File: src/rtl/isort_pkg.sv
// isort_pkg: shared types and constants for the insertion sorter.
// Used by isort_cell and insertion_sorter; depends on nothing.
`default_nettype none

package isort_pkg;

   localparam int DEPTH   = 16;  // number of cells in the chain (2..64)
   localparam int KEY_W   = 32;

   typedef struct packed {
      logic signed [KEY_W-1:0] key;
      logic                    last;
   } req_type;

   typedef struct packed {
      logic signed [KEY_W-1:0] key_res;
      logic                    last_res;
      logic                    overflow;
   } rsp_type;

   // Contents of one cell.
   typedef struct packed {
      logic                    valid;
      logic signed [KEY_W-1:0] key;
   } cell_type;

   // Broadcast to every cell of the chain.
   typedef struct packed {
      logic                    load;   // insert key this cycle
      logic                    drain;  // shift chain toward cell 0
      logic signed [KEY_W-1:0] key;
   } ctrl_type;

   typedef enum logic {
      ST_LOAD,
      ST_DRAIN
   } state_type;

endpackage

`default_nettype wire

File: src/rtl/isort_cell.sv
// isort_cell: one compare-and-shift cell of the sorting chain.
// Depends on isort_pkg.
`default_nettype none

module isort_cell (
   input  wire logic                clock,
   input  wire logic                reset,
   input  wire isort_pkg::ctrl_type ctrl,
   input  wire isort_pkg::cell_type prev_cell,  // neighbor toward cell 0
   input  wire logic                prev_move,  // neighbor gives up its slot
   input  wire isort_pkg::cell_type next_cell,  // neighbor away from cell 0
   output isort_pkg::cell_type      slot,
   output logic                     move
);
   import isort_pkg::*;

   logic                    valid_ff, valid_in;
   logic signed [KEY_W-1:0] key_ff, key_in;

   // Slot is displaced by an insert if empty or holding a strictly greater key.
   assign move = !valid_ff || (key_ff > ctrl.key);

   always_comb begin
      valid_in = valid_ff;
      key_in   = key_ff;
      if (ctrl.load) begin
         if (move) begin
            if (prev_move) begin
               valid_in = prev_cell.valid;
               key_in   = prev_cell.key;
            end else begin
               valid_in = 1'b1;
               key_in   = ctrl.key;
            end
         end
      end else if (ctrl.drain) begin
         valid_in = next_cell.valid;
         key_in   = next_cell.key;
      end
   end

   always_ff @(posedge clock) begin
      if (reset) begin
         valid_ff <= 1'b0;
      end else begin
         valid_ff <= valid_in;
      end
   end

   always_ff @(posedge clock) begin
      key_ff <= key_in;
   end

   assign slot.valid = valid_ff;
   assign slot.key   = key_ff;

endmodule

`default_nettype wire

File: src/rtl/insertion_sorter.sv
// insertion_sorter: stable ascending sorter over a chain of DEPTH cells.
// Output: a set's words come out on the DEPTH-cell chain one per cycle,
// starting the cycle after the word flagged last is accepted.
// Loading takes one word per cycle while busy is low; busy stays high until the final word is drained.
// Reset (synchronous, active high) empties the chain and clears the overflow flag.
// Results cannot be stalled: rsp_valid is a one-cycle strobe per word.
`default_nettype none

module insertion_sorter (
   input  wire logic               clock,
   input  wire logic               reset,
   input  wire logic               start,
   output logic                    busy,
   input  wire isort_pkg::req_type req_word,
   output logic                    rsp_valid,
   output isort_pkg::rsp_type      rsp_word
);
   import isort_pkg::*;

   // Chain control and contents.
   ctrl_type           ctrl;
   cell_type           cells [DEPTH];
   logic [DEPTH-1:0]   moves;

   state_type          state_ff, state_in;
   logic               dropped_ff, dropped_in;

   logic               accept;
   logic               full;
   logic               final_word;

   assign accept     = start && !busy;
   // Occupancy is a thermometer over the valid bits; the top cell marks full.
   assign full       = cells[DEPTH-1].valid;
   // Final result: next cell up is empty, so cell 0 holds the last key.
   assign final_word = !cells[1].valid;

   // Keys arriving on a full chain are dropped; the set still closes.
   assign ctrl.load  = accept && !full;
   assign ctrl.drain = (state_ff == ST_DRAIN);
   assign ctrl.key   = req_word.key;

   // Row of cells. Cell 0 always takes the new key when displaced;
   // the top cell pulls an empty slot in while draining.
   for (genvar i = 0; i < DEPTH; i++) begin : g_cell
      cell_type prev_c;
      cell_type next_c;
      logic     prev_m;

      if (i == 0) begin : g_first
         assign prev_c = '0;
         assign prev_m = 1'b0;
      end else begin : g_mid
         assign prev_c = cells[i-1];
         assign prev_m = moves[i-1];
      end

      if (i == DEPTH-1) begin : g_top
         assign next_c = '0;
      end else begin : g_low
         assign next_c = cells[i+1];
      end

      isort_cell u_cell (
         .clock     (clock),
         .reset     (reset),
         .ctrl      (ctrl),
         .prev_cell (prev_c),
         .prev_move (prev_m),
         .next_cell (next_c),
         .slot      (cells[i]),
         .move      (moves[i])
      );
   end

   // Load until the last word, then drain cell 0 one word per cycle.
   always_comb begin
      state_in   = state_ff;
      dropped_in = dropped_ff;
      case (state_ff)
         ST_LOAD: begin
            if (accept) begin
               if (full) begin
                  dropped_in = 1'b1;
               end
               if (req_word.last) begin
                  state_in = ST_DRAIN;
               end
            end
         end
         ST_DRAIN: begin
            if (final_word) begin
               state_in   = ST_LOAD;
               dropped_in = 1'b0;  // next set starts clean
            end
         end
         default: begin
            state_in = ST_LOAD;
         end
      endcase
   end

   always_ff @(posedge clock) begin
      if (reset) begin
         state_ff   <= ST_LOAD;
         dropped_ff <= 1'b0;
      end else begin
         state_ff   <= state_in;
         dropped_ff <= dropped_in;
      end
   end

   assign busy              = (state_ff == ST_DRAIN);
   assign rsp_valid         = (state_ff == ST_DRAIN);
   assign rsp_word.key_res  = cells[0].key;
   assign rsp_word.last_res = final_word;
   assign rsp_word.overflow = dropped_ff;

   // Closing a set always yields at least one result on the next cycle.
   a_close_emits: assert property (@(posedge clock) disable iff (reset)
      (start && !busy && req_word.last) |=> rsp_valid)
      else $error("closing word not followed by a result");

   // Drain runs without gaps until the final word, then frees the input.
   a_drain_gapless: assert property (@(posedge clock) disable iff (reset)
      (rsp_valid && !rsp_word.last_res) |=> rsp_valid)
      else $error("gap inside a sorted run");

   a_drain_ends: assert property (@(posedge clock) disable iff (reset)
      (rsp_valid && rsp_word.last_res) |=> !busy)
      else $error("busy held after final result");

   // Output run is ascending.
   a_ascending: assert property (@(posedge clock) disable iff (reset)
      (rsp_valid && !rsp_word.last_res) |=>
         (rsp_word.key_res >= $past(rsp_word.key_res)))
      else $error("sorted run out of order");

   // Overflow flag is constant across one run.
   a_overflow_steady: assert property (@(posedge clock) disable iff (reset)
      (rsp_valid && !rsp_word.last_res) |=>
         (rsp_word.overflow == $past(rsp_word.overflow)))
      else $error("overflow flag changed within a run");

endmodule

`default_nettype wire
File: config.mk
export PLATFORM = sky130hd
export DESIGN_NAME = insertion_sorter
export DESIGN_NICKNAME = d
export VERILOG_FILES = /design/src/rtl/isort_pkg.sv /design/src/rtl/isort_cell.sv /design/src/rtl/insertion_sorter.sv
export SDC_FILE = /design/constraint.sdc
export NUM_CORES = 2
export LEC_CHECK = 0
export BUFFER_PORTS_ARGS = -buffer_cell sky130_fd_sc_hd__buf_2
export CORE_ASPECT_RATIO = 0.7
export CORE_MARGIN = 2
export CORE_UTILIZATION = 65
export DETAILED_ROUTE_END_ITERATION = 16
export PLACE_DENSITY = 0.86
export SYNTH_ARGS = -nofsm -noshare
export SYNTH_HDL_FRONTEND = slang
export SYNTH_SLANG_ARGS = --single-unit
File: constraint.sdc
create_clock -name clock -period 12.3 [get_ports clock]
set_clock_uncertainty 0.05 [all_clocks]
set_input_delay 2.46 -clock clock [delete_from_list [all_inputs] [get_ports clock]]
set_output_delay 2.46 -clock clock [all_outputs]
set_load 0.05 [all_outputs]
==> run metrics <==
Final Hold Slack 0.463 ns; crit-path cells buf_2, inv_1, ha_1, nand4_1, or4_1, or4_4, nand2_1, o32ai_2, nor3_4, buf_4, o21bai_4; Post-CTS Setup Bufs 0; Post-Route WL 99100 um; Yosys top cell by area edfxtp_1; Cell Area, Placed 37900 um^2; CTS root buf clkbuf_16; Slew @ Worst Pin 1.22 ns; combinational share of power 28.7%; startpoint types input port; max-cap viol count 0; sw frac 34.8%; I/O Buffers 71; Crit path largest cell delay 0.68 ns; register clock-pin slew on the reported worst setup and hold paths 0.06 ns; delay-heaviest family, CP simple AND/OR/NAND/NOR gates; RSZ-0062 raised after global routing no; synthesized netlist cell count 3672; synthesized area 37000 um^2; row count 73; WHS Path Cells 2; internal power 0.00396 W; min cycle time layout 6.84 ns; first-pass GRT wire length 156000 um; #FFs+latches synth 530; Synth Area per Inst 10.1 um^2; Clk pwr share 26.9%; Post-synth EDFFs 512; Synth top area share 41.5%; Setup crit end kind flip-flop; routed vias/inst 6.78; GRT Util Overall 33.2%; period utilization 55.6%; vias in the first global route 28400; I/O pin cnt 72; clk buf depth 3; most common cell in the netlist nand2_1; cts hold-fix bufs 0; grt ovf 0; Max H-tree Level 2; pin count of the biggest net entering global routing 127; core footprint 56500 um^2; DRT antenna net count 0; Placed Cells 4332; Clock Sinks 530; Resize count post-CTS 0; hold crit path type flip-flop to flip-flop; P_sw 0.00211 W; critical path required time 12.45 ns; FF-to-FF path depth 9; synthesized net count 4188; Sum Neg Setup Slack 0 ns; Area contributors post-synth edfxtp_1 (42%), ha_1 (16%), mux2i_1 (12%); Seq/Total Area, Yosys 42.5%; clock buffer count from CTS 53; initial core utilization 65.5%; post-layout util 70.1%; synth warn 0; Hold Fails Final Rpt 0; Post-route DRC 0; r2r setup slk 7.70 ns; area grow syn2layout 6.94%; Cell variety after synth 61; crit-path max FO 32; Slew HR 18.1%; DR WL/cell 22.4 um; share of layout cells above drive strength 1 6.20%; TritonCTS clock tree built; WS Path Type input port to flip-flop; initial drt markers 4068; top cells by count, synth nand2_1 (567), edfxtp_1 (512), ha_1 (480); ys flop type edfxtp_1; worst path bufs/invs 3; final net count 4153; Non-Filler Instances 4428; Die Height 204 um; VDD IR max 0.000119 V; Power Dens Cells 153 nW/um^2; fmax 146 MHz; Sequential Power Share 44.4%; DRT Pass-1 Iters 7; slowest CP cell or4_1; status finished, final reports clean; die area 58900 um^2; HPWL after DPL 71000 um; initial antenna violation count 0; Placer Congestion 0.914; WP depth 11; Die X 289 um; via count 30000; P_leak 17.4 nW; Arr. time, crit path 6.99 ns; Final Cell Area 39600 um^2; asr flop ratio synth 0%; Clock Latency Late Sink 0.63 ns; Final Slew Violations 0; final setup violation count 0
## metal layers
metal,wire [um],global-route usage [%],up-vias
met2,44500,51.3,1621
met5,0,0,-
met3,9730,4.26,180
li1,-,-,13800
met1,42800,49.7,14400
met4,2020,7.70,0
## worst reg2reg max path: stages (launching register included)
cell and delay [ns]:
edfxtp_1 0.44, ha_1 0.37, nand4_1 0.18, or4_1 0.70
or4_4 0.57, nand2_1 0.11, o32ai_2 0.10, nor3_4 0.57
buf_4 0.60, o21bai_4 0.47
## path summary, 6_finish.rpt
path,start,end
setup / recovery,req_word[12],g_cell[12].u_cell.key_ff[8]
hold / removal,dropped_ff,dropped_ff
hold reg to reg,dropped_ff,dropped_ff
setup reg to reg,g_cell[12].u_cell.key_ff[15],g_cell[12].u_cell.key_ff[8]
## cells in the final DEF (no fill, tap or decap), types with 5 or more instances in the layout
cell / Yosys / routed
nand2_1: 567 / 567
edfxtp_1: 512 / 512
ha_1: 480 / 480
mux2i_1: 438 / 438
o21ai_0: 437 / 437
a21oi_1: 279 / 279
nor2_1: 126 / 118
nand4_1: 109 / 109
nand3_1: 74 / 74
inv_1: 73 / 73
buf_2: 30 / 71
o21ai_1: 63 / 62
clkbuf_16: 0 / 55
buf_4: 3 / 49
a21o_1: 25 / 25
nor4_1: 25 / 25
a211oi_1: 25 / 25
o211ai_1: 24 / 24
nor2b_1: 24 / 23
nor3_1: 23 / 23
dfxtp_1: 18 / 18
clkinv_2: 0 / 15
clkinv_1: 0 / 12
a2111oi_0: 13 / 11
o21a_1: 11 / 11
or4_1: 10 / 10
o221ai_1: 10 / 10
a21boi_0: 9 / 9
a221oi_1: 9 / 9
a32o_1: 8 / 8
nor2_4: 0 / 8
o2bb2ai_1: 8 / 8
a22oi_1: 5 / 5
clkbuf_1: 170 / 5
## flip-flops by register name (all words and copies together), names as in the netlist
name	cells
busy	1
g_cell.u_cell.valid_ff	16
dropped_ff	1
g_cell.u_cell.key_ff	512
## through the flow
step           total power (W)  setup WS, ns
2_1_floorplan          0.00386          5.42
3_3_place_gp           0.00430          5.07
3_5_place_dp           0.00440          5.01
4_1_cts                0.00602          5.57
5_1_grt                0.00636          5.37
6_report               0.00607          5.46
## power by group through the flow
| stage | clock network [W] | logic, W | registers (W) |
|---|---|---|---|
| floorplan | 0 | 0.00119 | 0.00267 |
| global placement | 0 | 0.00159 | 0.00271 |
| detailed placement | 0 | 0.00168 | 0.00272 |
| CTS | 0.00164 | 0.00170 | 0.00268 |
| global route | 0.00171 | 0.00193 | 0.00272 |
| finish | 0.00163 | 0.00174 | 0.00269 |
## kinds of logic after synthesis
family                   after synthesis  share of synthesized area, %
AO/OA/AOI/OAI                        956                          14.5
XOR/XNOR                               3                        0.0709
adder cells (fa/ha/maj)              480                          16.2
buffers and inverters                283                          3.18
flip-flops                           530                          42.5
multiplexers                         438                          11.8
AND/OR/NAND/NOR                      982                          11.8
## cell type report
type / count / area, um^2
Fill cell: 3982 / 16900
Multi-Input combinational cell: 2859 / 20300
Inverter: 73 / 274
Timing Repair Buffer: 120 / 723
Clock buffer: 60 / 1400
Tap cell: 750 / 938
Sequential cell: 530 / 15700
Clock inverter: 35 / 272
Antenna cell: 1 / 2.50
Power figures use the tool's default switching activity.
